==> src/tlbf_pkg.sv <==
// ----------------------------------------------------------------------------
// tlbf_pkg
// Beat types, result codes and reset-content helpers for the TLB lookup block.
// ----------------------------------------------------------------------------
package tlbf_pkg;

	localparam int PAGE_W   = 8;
	localparam int OFFSET_W = 12;
	localparam int FRAME_W  = 8;
	localparam int CODE_W   = 2;

	// lookup_source codes
	localparam logic [CODE_W-1:0] SRC_TLB  = 2'd0;
	localparam logic [CODE_W-1:0] SRC_PT   = 2'd1;
	localparam logic [CODE_W-1:0] SRC_NONE = 2'd2;

	// tlb_action codes
	localparam logic [CODE_W-1:0] ACT_NONE    = 2'd0;
	localparam logic [CODE_W-1:0] ACT_FILL    = 2'd1;
	localparam logic [CODE_W-1:0] ACT_REPLACE = 2'd2;

	// slots holding a mapping at reset
	localparam int RST_SLOTS = 3;

	typedef struct packed {
		logic [PAGE_W-1:0]   page_number;
		logic [OFFSET_W-1:0] page_offset;
	} in_beat_t;

	typedef struct packed {
		logic [CODE_W-1:0]   lookup_source;
		logic [FRAME_W-1:0]  frame_number;
		logic [OFFSET_W-1:0] frame_offset;
		logic [CODE_W-1:0]   tlb_action;
	} out_beat_t;

	// reset contents of a slot: slot i < 3 holds page i+1
	function automatic logic [PAGE_W-1:0] rst_page(input logic [7:0] slot);
		rst_page = (slot < 8'(RST_SLOTS)) ? slot + 8'd1 : '0;
	endfunction

	// ... and frame i+2
	function automatic logic [FRAME_W-1:0] rst_frame(input logic [7:0] slot);
		rst_frame = (slot < 8'(RST_SLOTS)) ? slot + 8'd2 : '0;
	endfunction

	// fixed page table: page k maps to frame k+1
	function automatic logic [FRAME_W-1:0] pt_frame(input logic [PAGE_W-1:0] page);
		pt_frame = page + 8'd1;
	endfunction

endpackage

==> src/tlb_lookup_fifo_refill.sv <==
// ----------------------------------------------------------------------------
// tlb_lookup_fifo_refill
// Fully associative TLB lookup with page-table refill and round-robin
// replacement, searched one slot per cycle by a shared comparator.
// ----------------------------------------------------------------------------
// Usage:
//   Input channel (in_valid/in_ready/in_data) carries one logical address
//   per beat: page number and page offset. Output channel
//   (out_valid/out_ready/out_data) returns one beat per input: lookup
//   source, frame, offset copied through, and the TLB action taken.
//   One lookup is in flight at a time; in_ready is high only while idle.
//   Sequence: a TLB hit in slot k ends the walk at slot k; a miss walks all
//   TLB_ENTRIES slots, then passes through the fill state. The slot walk
//   goes through the registered tag/frame RAM read port, one slot per cycle.
//   The next input beat is taken in the cycle after the result is loaded
//   into the output register.
//   A waiting output beat does not block the next lookup; only a second
//   finished result waits (in its final state) until the output register
//   frees up.
//   Reset: slots 0..2 hold pages 1..3 mapped to frames 2..4 and are valid,
//   the rest are empty, the replacement pointer is zero. Slots never written
//   since reset read their reset mapping through a per-slot written flag,
//   so no clearing pass is needed.
// ----------------------------------------------------------------------------
module tlb_lookup_fifo_refill #(
	parameter int TLB_ENTRIES = 8,
	parameter int PT_ENTRIES  = 16
) (
	input  logic                clk,
	input  logic                arst_n,
	input  logic                in_valid,
	output logic                in_ready,
	input  tlbf_pkg::in_beat_t  in_data,
	output logic                out_valid,
	input  logic                out_ready,
	output tlbf_pkg::out_beat_t out_data
);

	import tlbf_pkg::*;

	localparam int IDX_W = $clog2(TLB_ENTRIES);
	localparam logic [IDX_W-1:0] LAST_SLOT = IDX_W'(TLB_ENTRIES - 1);
	localparam logic [PAGE_W-1:0] PT_MAX = PAGE_W'(PT_ENTRIES);
	localparam int ENT_W = PAGE_W + FRAME_W;

	// sequencer states
	localparam logic [1:0] ST_IDLE = 2'd0;
	localparam logic [1:0] ST_SCAN = 2'd1;
	localparam logic [1:0] ST_FILL = 2'd2;
	localparam logic [1:0] ST_DONE = 2'd3;

	logic [1:0]             state_q;
	logic [PAGE_W-1:0]      page_q;
	logic [OFFSET_W-1:0]    offset_q;
	logic [IDX_W-1:0]       idx_q;       // slot address issued to RAM
	logic [IDX_W-1:0]       chk_idx_q;   // slot whose data is on rdata
	logic                   chk_q;       // rdata valid for chk_idx_q
	logic                   free_found_q;
	logic [IDX_W-1:0]       free_idx_q;
	logic [IDX_W-1:0]       ptr_q;
	logic [TLB_ENTRIES-1:0] valid_q;
	logic [TLB_ENTRIES-1:0] wr_q;        // slot written since reset
	out_beat_t              res_q;
	out_beat_t              out_q;
	logic                   out_valid_q;

	// RAM: {page, frame} per slot
	logic              ram_we;
	logic [IDX_W-1:0]  ram_waddr;
	logic [ENT_W-1:0]  ram_wdata;
	logic [ENT_W-1:0]  ram_rdata;

	tlbf_ram #(
		.WIDTH(ENT_W),
		.DEPTH(TLB_ENTRIES)
	) u_ent_ram (
		.clk   (clk),
		.we    (ram_we),
		.waddr (ram_waddr),
		.wdata (ram_wdata),
		.raddr (idx_q),
		.rdata (ram_rdata)
	);

	// slot data under check: RAM content once written, reset mapping before
	logic [PAGE_W-1:0]  chk_page;
	logic [FRAME_W-1:0] chk_frame;
	logic               chk_valid;
	logic               chk_hit;

	always_comb begin
		if (wr_q[chk_idx_q]) begin
			chk_page  = ram_rdata[ENT_W-1:FRAME_W];
			chk_frame = ram_rdata[FRAME_W-1:0];
		end else begin
			chk_page  = rst_page(8'(chk_idx_q));
			chk_frame = rst_frame(8'(chk_idx_q));
		end
		chk_valid = valid_q[chk_idx_q];
		chk_hit   = chk_q && chk_valid && (chk_page == page_q);
	end

	// refill decision
	logic             pt_hit;
	logic [IDX_W-1:0] fill_slot;

	assign pt_hit    = (page_q != '0) && (page_q <= PT_MAX);
	assign fill_slot = free_found_q ? free_idx_q : ptr_q;

	assign ram_we    = (state_q == ST_FILL) && pt_hit;
	assign ram_waddr = fill_slot;
	assign ram_wdata = {page_q, pt_frame(page_q)};

	logic out_load;
	assign out_load = (state_q == ST_DONE) && (!out_valid_q || out_ready);

	always_ff @(posedge clk or negedge arst_n) begin
		if (!arst_n) begin
			state_q      <= ST_IDLE;
			idx_q        <= '0;
			chk_idx_q    <= '0;
			chk_q        <= 1'b0;
			free_found_q <= 1'b0;
			free_idx_q   <= '0;
			ptr_q        <= '0;
			wr_q         <= '0;
			out_valid_q  <= 1'b0;
			for (int i = 0; i < TLB_ENTRIES; i++) begin
				valid_q[i] <= (i < RST_SLOTS);
			end
		end else begin
			unique case (state_q)
				ST_IDLE: begin
					if (in_valid) begin
						idx_q        <= '0;
						chk_q        <= 1'b0;
						free_found_q <= 1'b0;
						state_q      <= ST_SCAN;
					end
				end
				ST_SCAN: begin
					chk_q     <= 1'b1;
					chk_idx_q <= idx_q;
					if (idx_q != LAST_SLOT) begin
						idx_q <= idx_q + 1'b1;
					end
					if (chk_q) begin
						// lowest empty slot seen so far
						if (!chk_valid && !free_found_q) begin
							free_found_q <= 1'b1;
							free_idx_q   <= chk_idx_q;
						end
						if (chk_hit) begin
							state_q <= ST_DONE;
						end else if (chk_idx_q == LAST_SLOT) begin
							state_q <= ST_FILL;
						end
					end
				end
				ST_FILL: begin
					if (pt_hit) begin
						valid_q[fill_slot] <= 1'b1;
						wr_q[fill_slot]    <= 1'b1;
						if (!free_found_q) begin
							ptr_q <= (ptr_q == LAST_SLOT) ? '0 : ptr_q + 1'b1;
						end
					end
					state_q <= ST_DONE;
				end
				ST_DONE: begin
					if (out_load) begin
						state_q <= ST_IDLE;
					end
				end
				default: begin
					state_q <= ST_IDLE;
				end
			endcase

			if (out_load) begin
				out_valid_q <= 1'b1;
			end else if (out_ready) begin
				out_valid_q <= 1'b0;
			end
		end
	end

	// payload registers
	always_ff @(posedge clk) begin
		if (state_q == ST_IDLE && in_valid) begin
			page_q   <= in_data.page_number;
			offset_q <= in_data.page_offset;
		end
		if (state_q == ST_SCAN && chk_hit) begin
			res_q.lookup_source <= SRC_TLB;
			res_q.frame_number  <= chk_frame;
			res_q.frame_offset  <= offset_q;
			res_q.tlb_action    <= ACT_NONE;
		end
		if (state_q == ST_FILL) begin
			res_q.frame_offset <= offset_q;
			if (pt_hit) begin
				res_q.lookup_source <= SRC_PT;
				res_q.frame_number  <= pt_frame(page_q);
				res_q.tlb_action    <= free_found_q ? ACT_FILL : ACT_REPLACE;
			end else begin
				res_q.lookup_source <= SRC_NONE;
				res_q.frame_number  <= '0;
				res_q.tlb_action    <= ACT_NONE;
			end
		end
		if (out_load) begin
			out_q <= res_q;
		end
	end

	assign in_ready  = (state_q == ST_IDLE);
	assign out_valid = out_valid_q;
	assign out_data  = out_q;

endmodule

==> src/tlbf_ram.sv <==
// ----------------------------------------------------------------------------
// tlbf_ram
// Generic single-write, single-read RAM with registered read data.
// ----------------------------------------------------------------------------
module tlbf_ram #(
	parameter int WIDTH = 16,
	parameter int DEPTH = 8
) (
	input  logic                     clk,
	input  logic                     we,
	input  logic [$clog2(DEPTH)-1:0] waddr,
	input  logic [WIDTH-1:0]         wdata,
	input  logic [$clog2(DEPTH)-1:0] raddr,
	output logic [WIDTH-1:0]         rdata
);

	logic [WIDTH-1:0] mem_q [DEPTH];
	logic [WIDTH-1:0] rdata_q;

	always_ff @(posedge clk) begin
		if (we) begin
			mem_q[waddr] <= wdata;
		end
		rdata_q <= mem_q[raddr];
	end

	assign rdata = rdata_q;

endmodule

==> config.mk <==
export PLATFORM = sky130hd
export DESIGN_NAME = tlb_lookup_fifo_refill
export DESIGN_NICKNAME = d
export VERILOG_FILES = /design/src/tlbf_pkg.sv /design/src/tlb_lookup_fifo_refill.sv /design/src/tlbf_ram.sv
export SDC_FILE = /design/constraint.sdc
export NUM_CORES = 1
export LEC_CHECK = 0
export BUFFER_PORTS_ARGS = -buffer_cell sky130_fd_sc_hd__buf_4
export CAP_MARGIN = 10
export CORE_UTILIZATION = 68
export CTS_BUF_LIST = sky130_fd_sc_hd__clkbuf_4
export DETAILED_ROUTE_END_ITERATION = 8
export HOLD_SLACK_MARGIN = 0.05
export PLACE_DENSITY = 0.95
export SETUP_SLACK_MARGIN = 0.02
export SYNTH_ARGS = -nofsm -noshare
export SYNTH_HDL_FRONTEND = slang
export SYNTH_SLANG_ARGS = --single-unit
==> constraint.sdc <==
create_clock -name clk -period 8.1 [get_ports clk]
set_input_delay 0.405 -clock clk [delete_from_list [all_inputs] [get_ports clk]]
set_output_delay 0.405 -clock clk [all_outputs]
set_load 0.03 [all_outputs]
==> out/metrics.yaml, run 1 <==
outcome: "finished clean"
synth_compound_area_frac: 0.0272
holdPathEnd: "idx_q[1]"
drt-pass1-iter-count: 5
cp-end-kind: "flip-flop"
critPathKind: "flip-flop to flip-flop"
setup_viol: 0
grt_pass1_vias: 5728
p_total_mw: 3.84
regToRegStartpoint: "chk_idx_q[0]"
path_clk_slew_ns: 0.07
grt-ovfl-total: 0
avgViaCountPerCell: 6.22
htree_num_levels: 2
portBuffers: 49
grt_max_degree: 38
mostFrequentLayoutCell: "edfxtp_1"
synth_cell_types: 48
setup_tns_ns: 0
powerDensity_nw_per_um2: 350
synthSimpleGateAreaFrac: 0.0523
muxShareOfSynthArea: 0.128
clk_path_buf_depth: 3
cp.required_ns: 8.35
final_cell_mix: "196 x edfxtp_1, 83 x clkbuf_4, 59 x buf_4"
synth_xor_area_frac: 0.0139
place_congestion: 0.857
p_seq_frac: 0.486
ys_seq_area_frac: 0.747
worstPathMaxFanout: 25
synthCells: 509
dieArea_um2: 14300
detailed_place_hpwl_um: 11800
relSlewSlack: 0.216
die_y_um: 120
whs_ns: 0.113
cts_buffers: 56
max_freq_mhz: 284
clock_latency_ns: 0.70
hold_path.class: "input pin to flip-flop"
ant_nets: 0
switchingPower_mw: 1.22
report.final.hold_viol_count: 0
cts-resized-gates: 0
yosysWarningCount: 0
cts_tree: "yes"
switching_share: 0.318
ioPinCount: 50
drv_cap: 0
die_w_um: 120
regToRegSetupSlack_ns: 4.59
antenna_cells: 0
fin_crit_sh: 0.434
ir_worst_vdd_mv: 0.215
rsz0062_at_grt: "false"
wl_per_cell_um: 24.1
r2r_cells: 4
area_growth_pct: 16.4
regArea_um2: 7040
drc: 0
num_vias: 5304
nFillCells: 624
avgSynthCellArea_um2: 18.5
arrival_ns: 3.77
finalNetCount: 668
async_flop_share: 0.135
synth-edff-count: 196
multi_input_area_um2: 2260
clock_power_share: 0.256
grtUsageTotal: 0.305
worstHoldStart: "in_valid"
drive_above_1_share: 0.347
intPower_mw: 2.62
period_needed_ns: 3.51
finalMaxSlewViolations: 0
core-area_um2: 13400
synthAdderAreaFrac: 0.0186
grt_first_pass_wirelength_um: 31200
antenna_found_initial: 0
max_slew.worst_pin.slew_ns: 1.18
numClockSinks: 245
rows: 42
synth_top_family_by_area: "multiplexers"
synthesis.nets: 547
start_util: 0.703
worst_r2r_endpoint: "res_q[14]"
synth_seq_cells: 245
combPwrFrac: 0.257
postCtsSetupBuffers: 0
totalWireLength_um: 20600
startpoint_type: "flip-flop"
min_delay_path_depth: 3
synth_ff_type: "edfxtp_1"
clock_skew_ns: 0.0799
drt-initial-drc-count: 575
syn_area_um2: 9420
p_leak_nw: 4.06
cts_root_buf: "clkbuf_4"
-- stage by stage --
step | instance area, µm² | setup slack (ns) | std cells | utilization
global route | 11000 | 4.39 | 853 | 0.818
floorplan | 9420 | 5.18 | 509 | -
finish | 11000 | 4.59 | 853 | 0.818
detailed placement | 10000 | 4.58 | 726 | 0.747
global placement | 10000 | 4.73 | 726 | 0.747
CTS | 11000 | 4.57 | 853 | 0.818
-- power by group through the flow --
stage | clock network, mW | registers (mW) | logic (mW)
detailed placement | 0 | 1.89 | 0.954
floorplan | 0 | 1.85 | 0.679
global placement | 0 | 1.86 | 0.896
CTS | 0.980 | 1.86 | 0.978
global route | 1.05 | 1.89 | 1.05
finish | 0.983 | 1.87 | 0.987
-- per-layer routing --
layer / part of all wire / global-route usage / vias to the layer above
met1: 0.35 / 0.347 / 2632
li1: - / - / 2263
met3: 0.082 / 0.0775 / 76
met2: 0.54 / 0.549 / 333
met5: 0 / 0 / -
met4: 0.033 / 0.126 / 0
-- registers in the layout, indices dropped and copies added, names as in the netlist, 8 cells and up --
signal	flops
u_ent_ram.rdata	16
u_ent_ram.mem_q	128
out_data	24
res_q	24
wr_q	8
offset_q	12
valid_q	8
page_q	8
-- Yosys cell counts, drive strengths merged (12+ instances only) --
library cell,count,share of area
ha,14,0.019
dfxtp,16,0.034
nand2,18,0.0072
mux2,27,0.033
inv,12,0.0048
dfrtp,30,0.080
clkbuf,13,0.0052
a21oi,13,0.0073
or2,17,0.011
mux4,38,0.091
nor2,23,0.0092
edfxtp,196,0.62
-- cell type report --
cell class | instances | area share
Multi-Input combinational cell | 233 | 0.206
Clock buffer | 83 | 0.0568
Inverter | 13 | 0.00445
Sequential cell | 245 | 0.642
Tap cell | 176 | 0.0201
Timing Repair Buffer | 81 | 0.0605
Clock inverter | 22 | 0.0106
-- worst max-delay path by stage --
stage / startpoint / end / slack, ns / cells past startpoint
after global placement: chk_idx_q[0] / res_q[4] / 4.73 / 4
final: chk_idx_q[0] / res_q[14] / 4.59 / 4
after CTS: chk_idx_q[0] / res_q[1] / 4.57 / 4
after detailed placement: chk_idx_q[0] / res_q[20] / 4.58 / 4
after global routing: chk_idx_q[0] / state_q[0] / 4.39 / 6
after floorplan: page_q[0] / u_ent_ram.mem_q[0][0] / 5.18 / 8
-- critical path: stages (launching register included) --
cell	delay, ns
dfrtp_1	0.75
mux4_2	0.60
mux2_4	0.35
o41ai_2	0.40
a41o_1	1.01
-- repair_timing --
item                                   in CTS  in global routing
endpoints found under the hold margin      54                  0
hold buffers                               22                  0
setup endpoints to repair                   0                  0
-- kinds of logic after synthesis --
group / after synthesis
flip-flops: 245
XOR/XNOR: 15
multiplexers: 69
adder cells (fa/ha/maj): 14
AO/OA/AOI/OAI: 38
AND/OR/NAND/NOR: 97
buffers and inverters: 31
(Power assumes the default switching activity.)
==> run 2, diff against run 1 <==
--- a/config.mk
+++ b/config.mk
@@ -5,13 +5,14 @@
 export SDC_FILE = /design/constraint.sdc
 export NUM_CORES = 1
 export LEC_CHECK = 0
+export ABC_AREA = 1
 export BUFFER_PORTS_ARGS = -buffer_cell sky130_fd_sc_hd__buf_4
 export CAP_MARGIN = 10
-export CORE_UTILIZATION = 68
+export CORE_UTILIZATION = 63
 export CTS_BUF_LIST = sky130_fd_sc_hd__clkbuf_4
 export DETAILED_ROUTE_END_ITERATION = 8
 export HOLD_SLACK_MARGIN = 0.05
-export PLACE_DENSITY = 0.95
+export PLACE_DENSITY = 0.93
 export SETUP_SLACK_MARGIN = 0.02
 export SYNTH_ARGS = -nofsm -noshare
 export SYNTH_HDL_FRONTEND = slang
==> constraint.sdc (replaced) <==
create_clock -name clk -period 3.5 [get_ports clk]
set_input_delay 0.175 -clock clk [delete_from_list [all_inputs] [get_ports clk]]
set_output_delay 0.175 -clock clk [all_outputs]
set_load 0.03 [all_outputs]
==> run 2 against run 1 <==
Against the previous run: highest routed layer unchanged; first-iteration DRC count increased by 59%; register-to-register slack got worse by 4.0 ns; clock skew decreased by 0.015 ns; the flow now finishes with violations (DRC).
==> out/metrics.yaml, run 2 <==
outcome: "finished with violations"
violations: "DRC"
die_y_um: 125  # +4.4%
async_flop_share: 0.135  # unchanged
dr.max_layer_used: "met4"
ys_seq_area_frac: 0.738  # -0.00843
avgViaCountPerCell: 6.18  # -0.61%
htree_num_levels: 2  # unchanged
wl_met1_um: 8120  # +14%
setup_tns_ns: 0  # unchanged
rsz0062_at_grt: "false"
cp-end-kind: "flip-flop"
clock_latency_ns: 0.72  # +0.02 ns
largest_reg_flops: 128  # unchanged
cts_buffers: 58  # +3.6%
hold_path.class: "input pin to flip-flop"
drt-initial-drc-count: 913  # +59%
numClockSinks: 245  # unchanged
start_util: 0.651  # -0.0524
wl_per_cell_um: 22.0  # -9.1%
critPathMaxStageDelay_ns: 0.44  # -0.57 ns
synthCells: 762  # +50%
ir_worst_vdd_mv: 0.413  # +92%
cp_cell_sequence: "inv_1 -> ha_1 -> nand3_1 -> a211oi_1 -> o21ai_1 -> nor2_4 -> nand2_1 -> nor2_1 -> buf_12"
worstPathMaxFanout: 15  # -40%
mostFrequentLayoutCell: "edfxtp_1"
drt-pass1-iter-count: 8  # +3
path_clk_slew_ns: 0.14  # +0.07 ns
layout_setup_ws_ns: 0.547  # -4.04 ns
wl_met2_um: 11900  # +7.0%
area_growth_pct: 17.4
regToRegStartpoint: "page_q[0]"
ioPinCount: 50  # unchanged
report.final.hold_viol_count: 0  # unchanged
synth_top_area_share: 0.618  # -0.00706
grt-ovfl-total: 0  # unchanged
ant_nets: 0  # unchanged
arrival_ns: 3.33  # -0.44 ns
period_needed_ns: 2.95  # -0.562 ns
portBuffers: 49  # unchanged
cts_tree: "yes"
placed_cell_area_um2: 10200  # +1.9%
yosysWarningCount: 0  # unchanged
postCtsSetupBuffers: 0  # unchanged
max_freq_mhz: 339  # +19%
fin_util: 0.764  # -0.0547
clock_skew_ns: 0.0645  # -0.0154 ns
regToRegSetupSlack_ns: 0.55  # -4.04 ns
core-area_um2: 14600  # +9.3%
place_congestion: 0.868  # +1.3%
max_slew.worst_pin.slew_ns: 1.12  # -0.0538 ns
cp.required_ns: 3.87  # -4.48 ns
finalInstanceArea_um2: 11200  # +2.0%
r2r_cells: 9  # +5
rows: 44  # +4.8%
fin_crit_sh: 0.844  # +0.410
regMostFlops: "u_ent_ram.mem_q"
synth_ff_type: "edfxtp_1"
powerDensity_nw_per_um2: 820  # +130%
cp_slowest_cell: "nor2_1"
synth_top_cell_by_area: "edfxtp_1"
synth_top_cells_by_count: "196 x edfxtp_1, 143 x nor2_1, 93 x o21ai_0"
grt_first_pass_wirelength_um: 37400  # +20%
drive_above_1_share: 0.206  # -0.142
synthesis.nets: 800  # +46%
setup_viol: 0  # unchanged
place_ws_ns: 0.809  # -3.77 ns
ys_top_cells_by_area: "edfxtp_1 62%, dfrtp_1 7.9%, nor2_1 5.6%, o21ai_0 4.9%, dfxtp_1 3.4%"
synth-edff-count: 196  # unchanged
synth_cell_types: 34  # -29%
synth_seq_cells: 245  # unchanged
worstHoldStart: "in_data[15]"
die_w_um: 125  # +4.4%
p_leak_nw: 4.38  # +7.8%
dieArea_um2: 15600  # +9.0%
synth.most_common_cell: "edfxtp_1"
endpoint: "u_ent_ram.mem_q[0][12]"
clk_path_buf_depth: 3  # unchanged
detailed_place_hpwl_um: 13300  # +12%
drc: 14  # +14
crit_path_start: "page_q[0]"
finalMaxSlewViolations: 0  # unchanged
critPathKind: "flip-flop to flip-flop"
relSlewSlack: 0.251  # +0.0351
final_cell_mix: "196 x edfxtp_1, 142 x nor2_1, 93 x o21ai_0"
cts_root_buf: "clkbuf_4"
totalWireLength_um: 24600  # +19%
nFillCells: 807  # +29%
dr_wl_met3_um: 2980  # +75%
worst_r2r_endpoint: "u_ent_ram.mem_q[0][12]"
drv_cap: 0  # unchanged
whs_ns: 0.183  # +0.0697 ns
finalNetCount: 929  # +39%
grt_max_degree: 67  # +76%
antenna_found_initial: 2  # +2
num_vias: 6922  # +31%
syn_area_um2: 9530  # +1.1%
grt_pass1_vias: 6917  # +21%
startpoint_type: "flip-flop"
avgSynthCellArea_um2: 12.5  # -32%
grtUsageTotal: 0.326  # +0.0202
==> run 2: changes by cell type after synthesis, moves of 10 or more <==
cell      change
clkbuf_1     +10
mux2_2       -25
a31oi_1      +15
o22ai_1      +17
inv_1        +35
nor2_1      +120
o21ai_0      +84
nand3_1      +16
mux4_2       -38
nand2_1      +64
==> run 2: final cells by class <==
| cell class | instances | area [µm²] | share of cell area |
|---|---|---|---|
| flip-flops and latches | 245 | 7040 | 0.629 |
| multi-input cells | 439 | 2190 | 0.196 |
| repair buffers | 95 | 798 | 0.0714 |
| clock buffers | 82 | 616 | 0.0550 |
| well taps | 184 | 230 | 0.0206 |
| inverters | 52 | 195 | 0.0175 |
| clock inverters | 21 | 110 | 0.00984 |
| diodes | 2 | 5.00 | 0.000447 |
==> run 2: layer usage <==
layer / vias to the layer above / global-route usage
li1: 2969 / -
met1: 3213 / 0.386
met2: 605 / 0.530
met3: 135 / 0.0907
met4: 0 / 0.207
met5: - / 0
==> run 2: how the worst min path moves through the flow <==
stage	slack (ns)	depth (start not counted)	endpoint
floorplan	-0.12	0	chk_idx_q[0]
CTS	0.20	2	offset_q[1]
global route	0.15	2	page_q[4]
detailed placement	0.14	1	valid_q[3]
finish	0.18	2	page_q[3]
global placement	0.13	1	valid_q[6]
==> run 2: stage by stage <==
step,power [mW],cells
final,9.17,1120
after global routing,9.55,1120
after CTS,8.96,1118
after detailed placement,6.64,990
after global placement,6.47,990
after floorplan,5.81,762
==> run 2: worst max-delay path: cells and delay by family (launching register included) <==
kind / cells / cell delay [ns]
flops: 1 / 0.39
simple gates: 4 / 1.05
buf+inv: 2 / 0.48
fa+ha+maj: 1 / 0.22
compound gates: 2 / 0.53
==> run 2: cells by family after synthesis <==
kind of cell             share of synthesized area
AO/OA/AOI/OAI                               0.0830
adder cells (fa/ha/maj)                     0.0184
AND/OR/NAND/NOR                              0.123
flip-flops                                   0.738
buffers and inverters                       0.0316
XOR/XNOR                                   0.00552
==> run 2: report_power, final <==
group / internal, mW / switching [mW] / total [mW] / leakage, nW
sequential: 3.82 / 0.311 / 4.13 / 2.35
combinational: 0.815 / 1.92 / 2.73 / 1.59
clock: 1.15 / 1.15 / 2.31 / 0.432
total: 5.79 / 3.39 / 9.17 / 4.38
==> run 2: what timing repair did <==
item	CTS	global route
endpoints found under the setup margin	0	0
resized for setup	0	0
hold buffers	25	0
hold endpoints to repair	57	0
==> run 3, diff against run 2 <==
--- a/config.mk
+++ b/config.mk
@@ -8,11 +8,11 @@
 export ABC_AREA = 1
 export BUFFER_PORTS_ARGS = -buffer_cell sky130_fd_sc_hd__buf_4
 export CAP_MARGIN = 10
-export CORE_UTILIZATION = 63
+export CORE_UTILIZATION = 57
 export CTS_BUF_LIST = sky130_fd_sc_hd__clkbuf_4
 export DETAILED_ROUTE_END_ITERATION = 8
 export HOLD_SLACK_MARGIN = 0.05
-export PLACE_DENSITY = 0.93
+export PLACE_DENSITY = 0.89
 export SETUP_SLACK_MARGIN = 0.02
 export SYNTH_ARGS = -nofsm -noshare
 export SYNTH_HDL_FRONTEND = slang
==> constraint.sdc (replaced) <==
create_clock -name clk -period 2.53 [get_ports clk]
set_input_delay 0.1265 -clock clk [delete_from_list [all_inputs] [get_ports clk]]
set_output_delay 0.1265 -clock clk [all_outputs]
set_load 0.03 [all_outputs]
==> run 3 against run 2 <==
Against the previous run: the run now ends clean; worst setup slack got worse by 0.36 ns; worst hold slack worse by 0.023 ns; power is 37% higher; critical path type unchanged; critical endpoint is now res_q[16]; highest routed layer unchanged.
==> out/metrics.yaml, run 3 (same netlist as run 2, synthesis figures left out) <==
outcome: "finished clean"
clock_skew_ns: 0.0280  # -0.0364 ns
critPathKind: "flip-flop to flip-flop"
regMostFlops: "u_ent_ram.mem_q"
path_clk_slew_ns: 0.07  # -0.07 ns
clock_latency_ns: 0.69  # -0.03 ns
drive_above_1_share: 0.232  # +0.0263
powerDensity_nw_per_um2: 1100  # +34%
cp_slowest_cell: "dfrtp_2"
report.final.hold_viol_count: 0  # unchanged
drt-initial-drc-count: 691  # -24%
die_y_um: 131  # +5.0%
htree_num_levels: 2  # unchanged
wl_per_cell_um: 19.2  # -13%
finalMaxSlewViolations: 0  # unchanged
place_congestion: 0.936  # +7.9%
rows: 46  # +4.5%
regToRegStartpoint: "chk_idx_q[1]"
fin_crit_sh: 0.924  # +0.0808
largest_reg_flops: 128  # unchanged
portBuffers: 49  # unchanged
worstPathMaxFanout: 24  # +9
antenna_found_initial: 0  # -2
ir_worst_vdd_mv: 0.483  # +17%
avgViaCountPerCell: 5.69  # -7.9%
clk_path_buf_depth: 3  # unchanged
setup_viol: 0  # unchanged
p_total_mw: 12.6  # +37%
num_vias: 6651  # -3.9%
finalNetCount: 943  # +1.5%
min_delay_path_depth: 2  # unchanged
cts_tree: "yes"
drt-pass1-iter-count: 5  # -3
area_growth_pct: 20.8
r2r_cells: 13  # +4
worst_r2r_endpoint: "res_q[16]"
max_freq_mhz: 428  # +26%
cp-end-kind: "flip-flop"
regToRegSetupSlack_ns: 0.19  # -0.36 ns
cpMostUsedCell: "nand2_1"
critPathMaxStageDelay_ns: 0.47  # +0.03 ns
die_w_um: 131  # +5.0%
antenna_cells: 0  # -2
start_util: 0.591  # -0.0594
detailed_place_hpwl_um: 13400  # +1.2%
period_needed_ns: 2.34  # -0.614 ns
grt-ovfl-total: 0  # unchanged
dieArea_um2: 17200  # +10%
grt_max_degree: 60  # -10%
grtUsageTotal: 0.268  # -0.0571
p_leak_nw: 4.50  # +2.7%
cts_root_buf: "clkbuf_4"
relSlewSlack: 0.572  # +0.321
arrival_ns: 2.72  # -0.61 ns
grt_pass1_vias: 6588  # -4.8%
cts_buffers: 57  # -1.7%
cp.required_ns: 2.91  # -0.96 ns
hold_path.class: "input pin to flip-flop"
mostFrequentLayoutCell: "edfxtp_1"
grt_first_pass_wirelength_um: 35000  # -6.5%
holdPathEnd: "page_q[6]"
final_cell_mix: "196 x edfxtp_1, 137 x nor2_1, 93 x o21ai_0"
numClockSinks: 245  # unchanged
cp_cell_sequence: "ha_1 -> a21oi_2 -> inv_1 -> nor2_2 -> inv_1 -> nand2_1 -> nand3_1 -> nand2_1 -> nand2_1 -> nor2_1 -> nand3_1 -> nand2_2 -> buf_12"
ioPinCount: 50  # unchanged
rsz0062_at_grt: "false"
core-area_um2: 16100  # +10%
worstHoldStart: "in_data[18]"
ant_nets: 0  # unchanged
drv_cap: 0  # unchanged
postCtsSetupBuffers: 0  # unchanged
drc: 0  # -14
fin_util: 0.714  # -0.0497
startpoint_type: "flip-flop"
max_slew.worst_pin.slew_ns: 0.642  # -0.480 ns
totalWireLength_um: 22400  # -8.8%
-- run 3: changes by cell type in the layout (fill, tap and decap cells not counted), sizes merged --
cell / change
buf: +15
clkbuf: +8
clkinv: -5
diode: -2
clkinvlp: +1
-- run 3: final cells by class --
class	count	area, µm²
Multi-Input combinational cell	439	2210
Fill cell	1001	4610
Sequential cell	245	7040
Clock inverter	17	95.1
Clock buffer	90	676
Timing Repair Buffer	110	1020
Inverter	52	195
Tap cell	216	270
-- run 3: layer usage --
metal / GRT usage / up-vias / part of all wire
li1: - / 3001 / -
met1: 0.327 / 3171 / 0.37
met2: 0.449 / 395 / 0.49
met3: 0.0579 / 84 / 0.091
met4: 0.146 / 0 / 0.042
met5: 0 / - / 0
-- run 3: worst max-delay path by stage --
stage / endpoint / depth (start not counted) / startpoint / slack (ns)
finish: res_q[16] / 13 / chk_idx_q[1] / 0.19
global route: res_q[16] / 13 / chk_idx_q[1] / 0.03
CTS: res_q[15] / 13 / chk_idx_q[0] / 0.14
detailed placement: res_q[8] / 13 / chk_idx_q[0] / 0.15
global placement: res_q[12] / 13 / chk_idx_q[0] / 0.23
floorplan: u_ent_ram.mem_q[2][0] / 8 / page_q[0] / -0.22
-- run 3: report_power, final --
| part | internal, mW | total (mW) | switching, mW |
|---|---|---|---|
| Clock | 1.72 | 3.24 | 1.52 |
| Combinational | 1.23 | 3.70 | 2.47 |
| Sequential | 5.28 | 5.67 | 0.388 |
| Total | 8.23 | 12.6 | 4.38 |
-- run 3: repair_timing --
action,in CTS,in global routing
hold buffers,25,0
resized for setup,0,3
endpoints found under the hold margin,58,0
endpoints found under the setup margin,0,24
-- run 3: worst max-delay path: cells and delay by family (launching register included) --
family                   cells  cell delay (ns)
AO/OA/AOI/OAI                1             0.20
adder cells (fa/ha/maj)      1             0.23
buffers and inverters        3             0.34
flip-flops                   1             0.47
AND/OR/NAND/NOR              8             0.78
-- run 3: per-stage QoR --
step | setup slack (ns) | TNS, ns | hold WS, ns | cells | instance area, µm²
floorplan | -0.215 | -11.15 | -0.169 | 762 | 9540
finish | 0.191 | 0 | 0.160 | 1169 | 11500
detailed placement | 0.151 | 0 | 0.0930 | 1037 | 10500
global placement | 0.229 | 0 | 0.0915 | 1037 | 10500
global route | 0.0344 | 0 | 0.144 | 1169 | 11500
CTS | 0.136 | 0 | 0.115 | 1169 | 11500
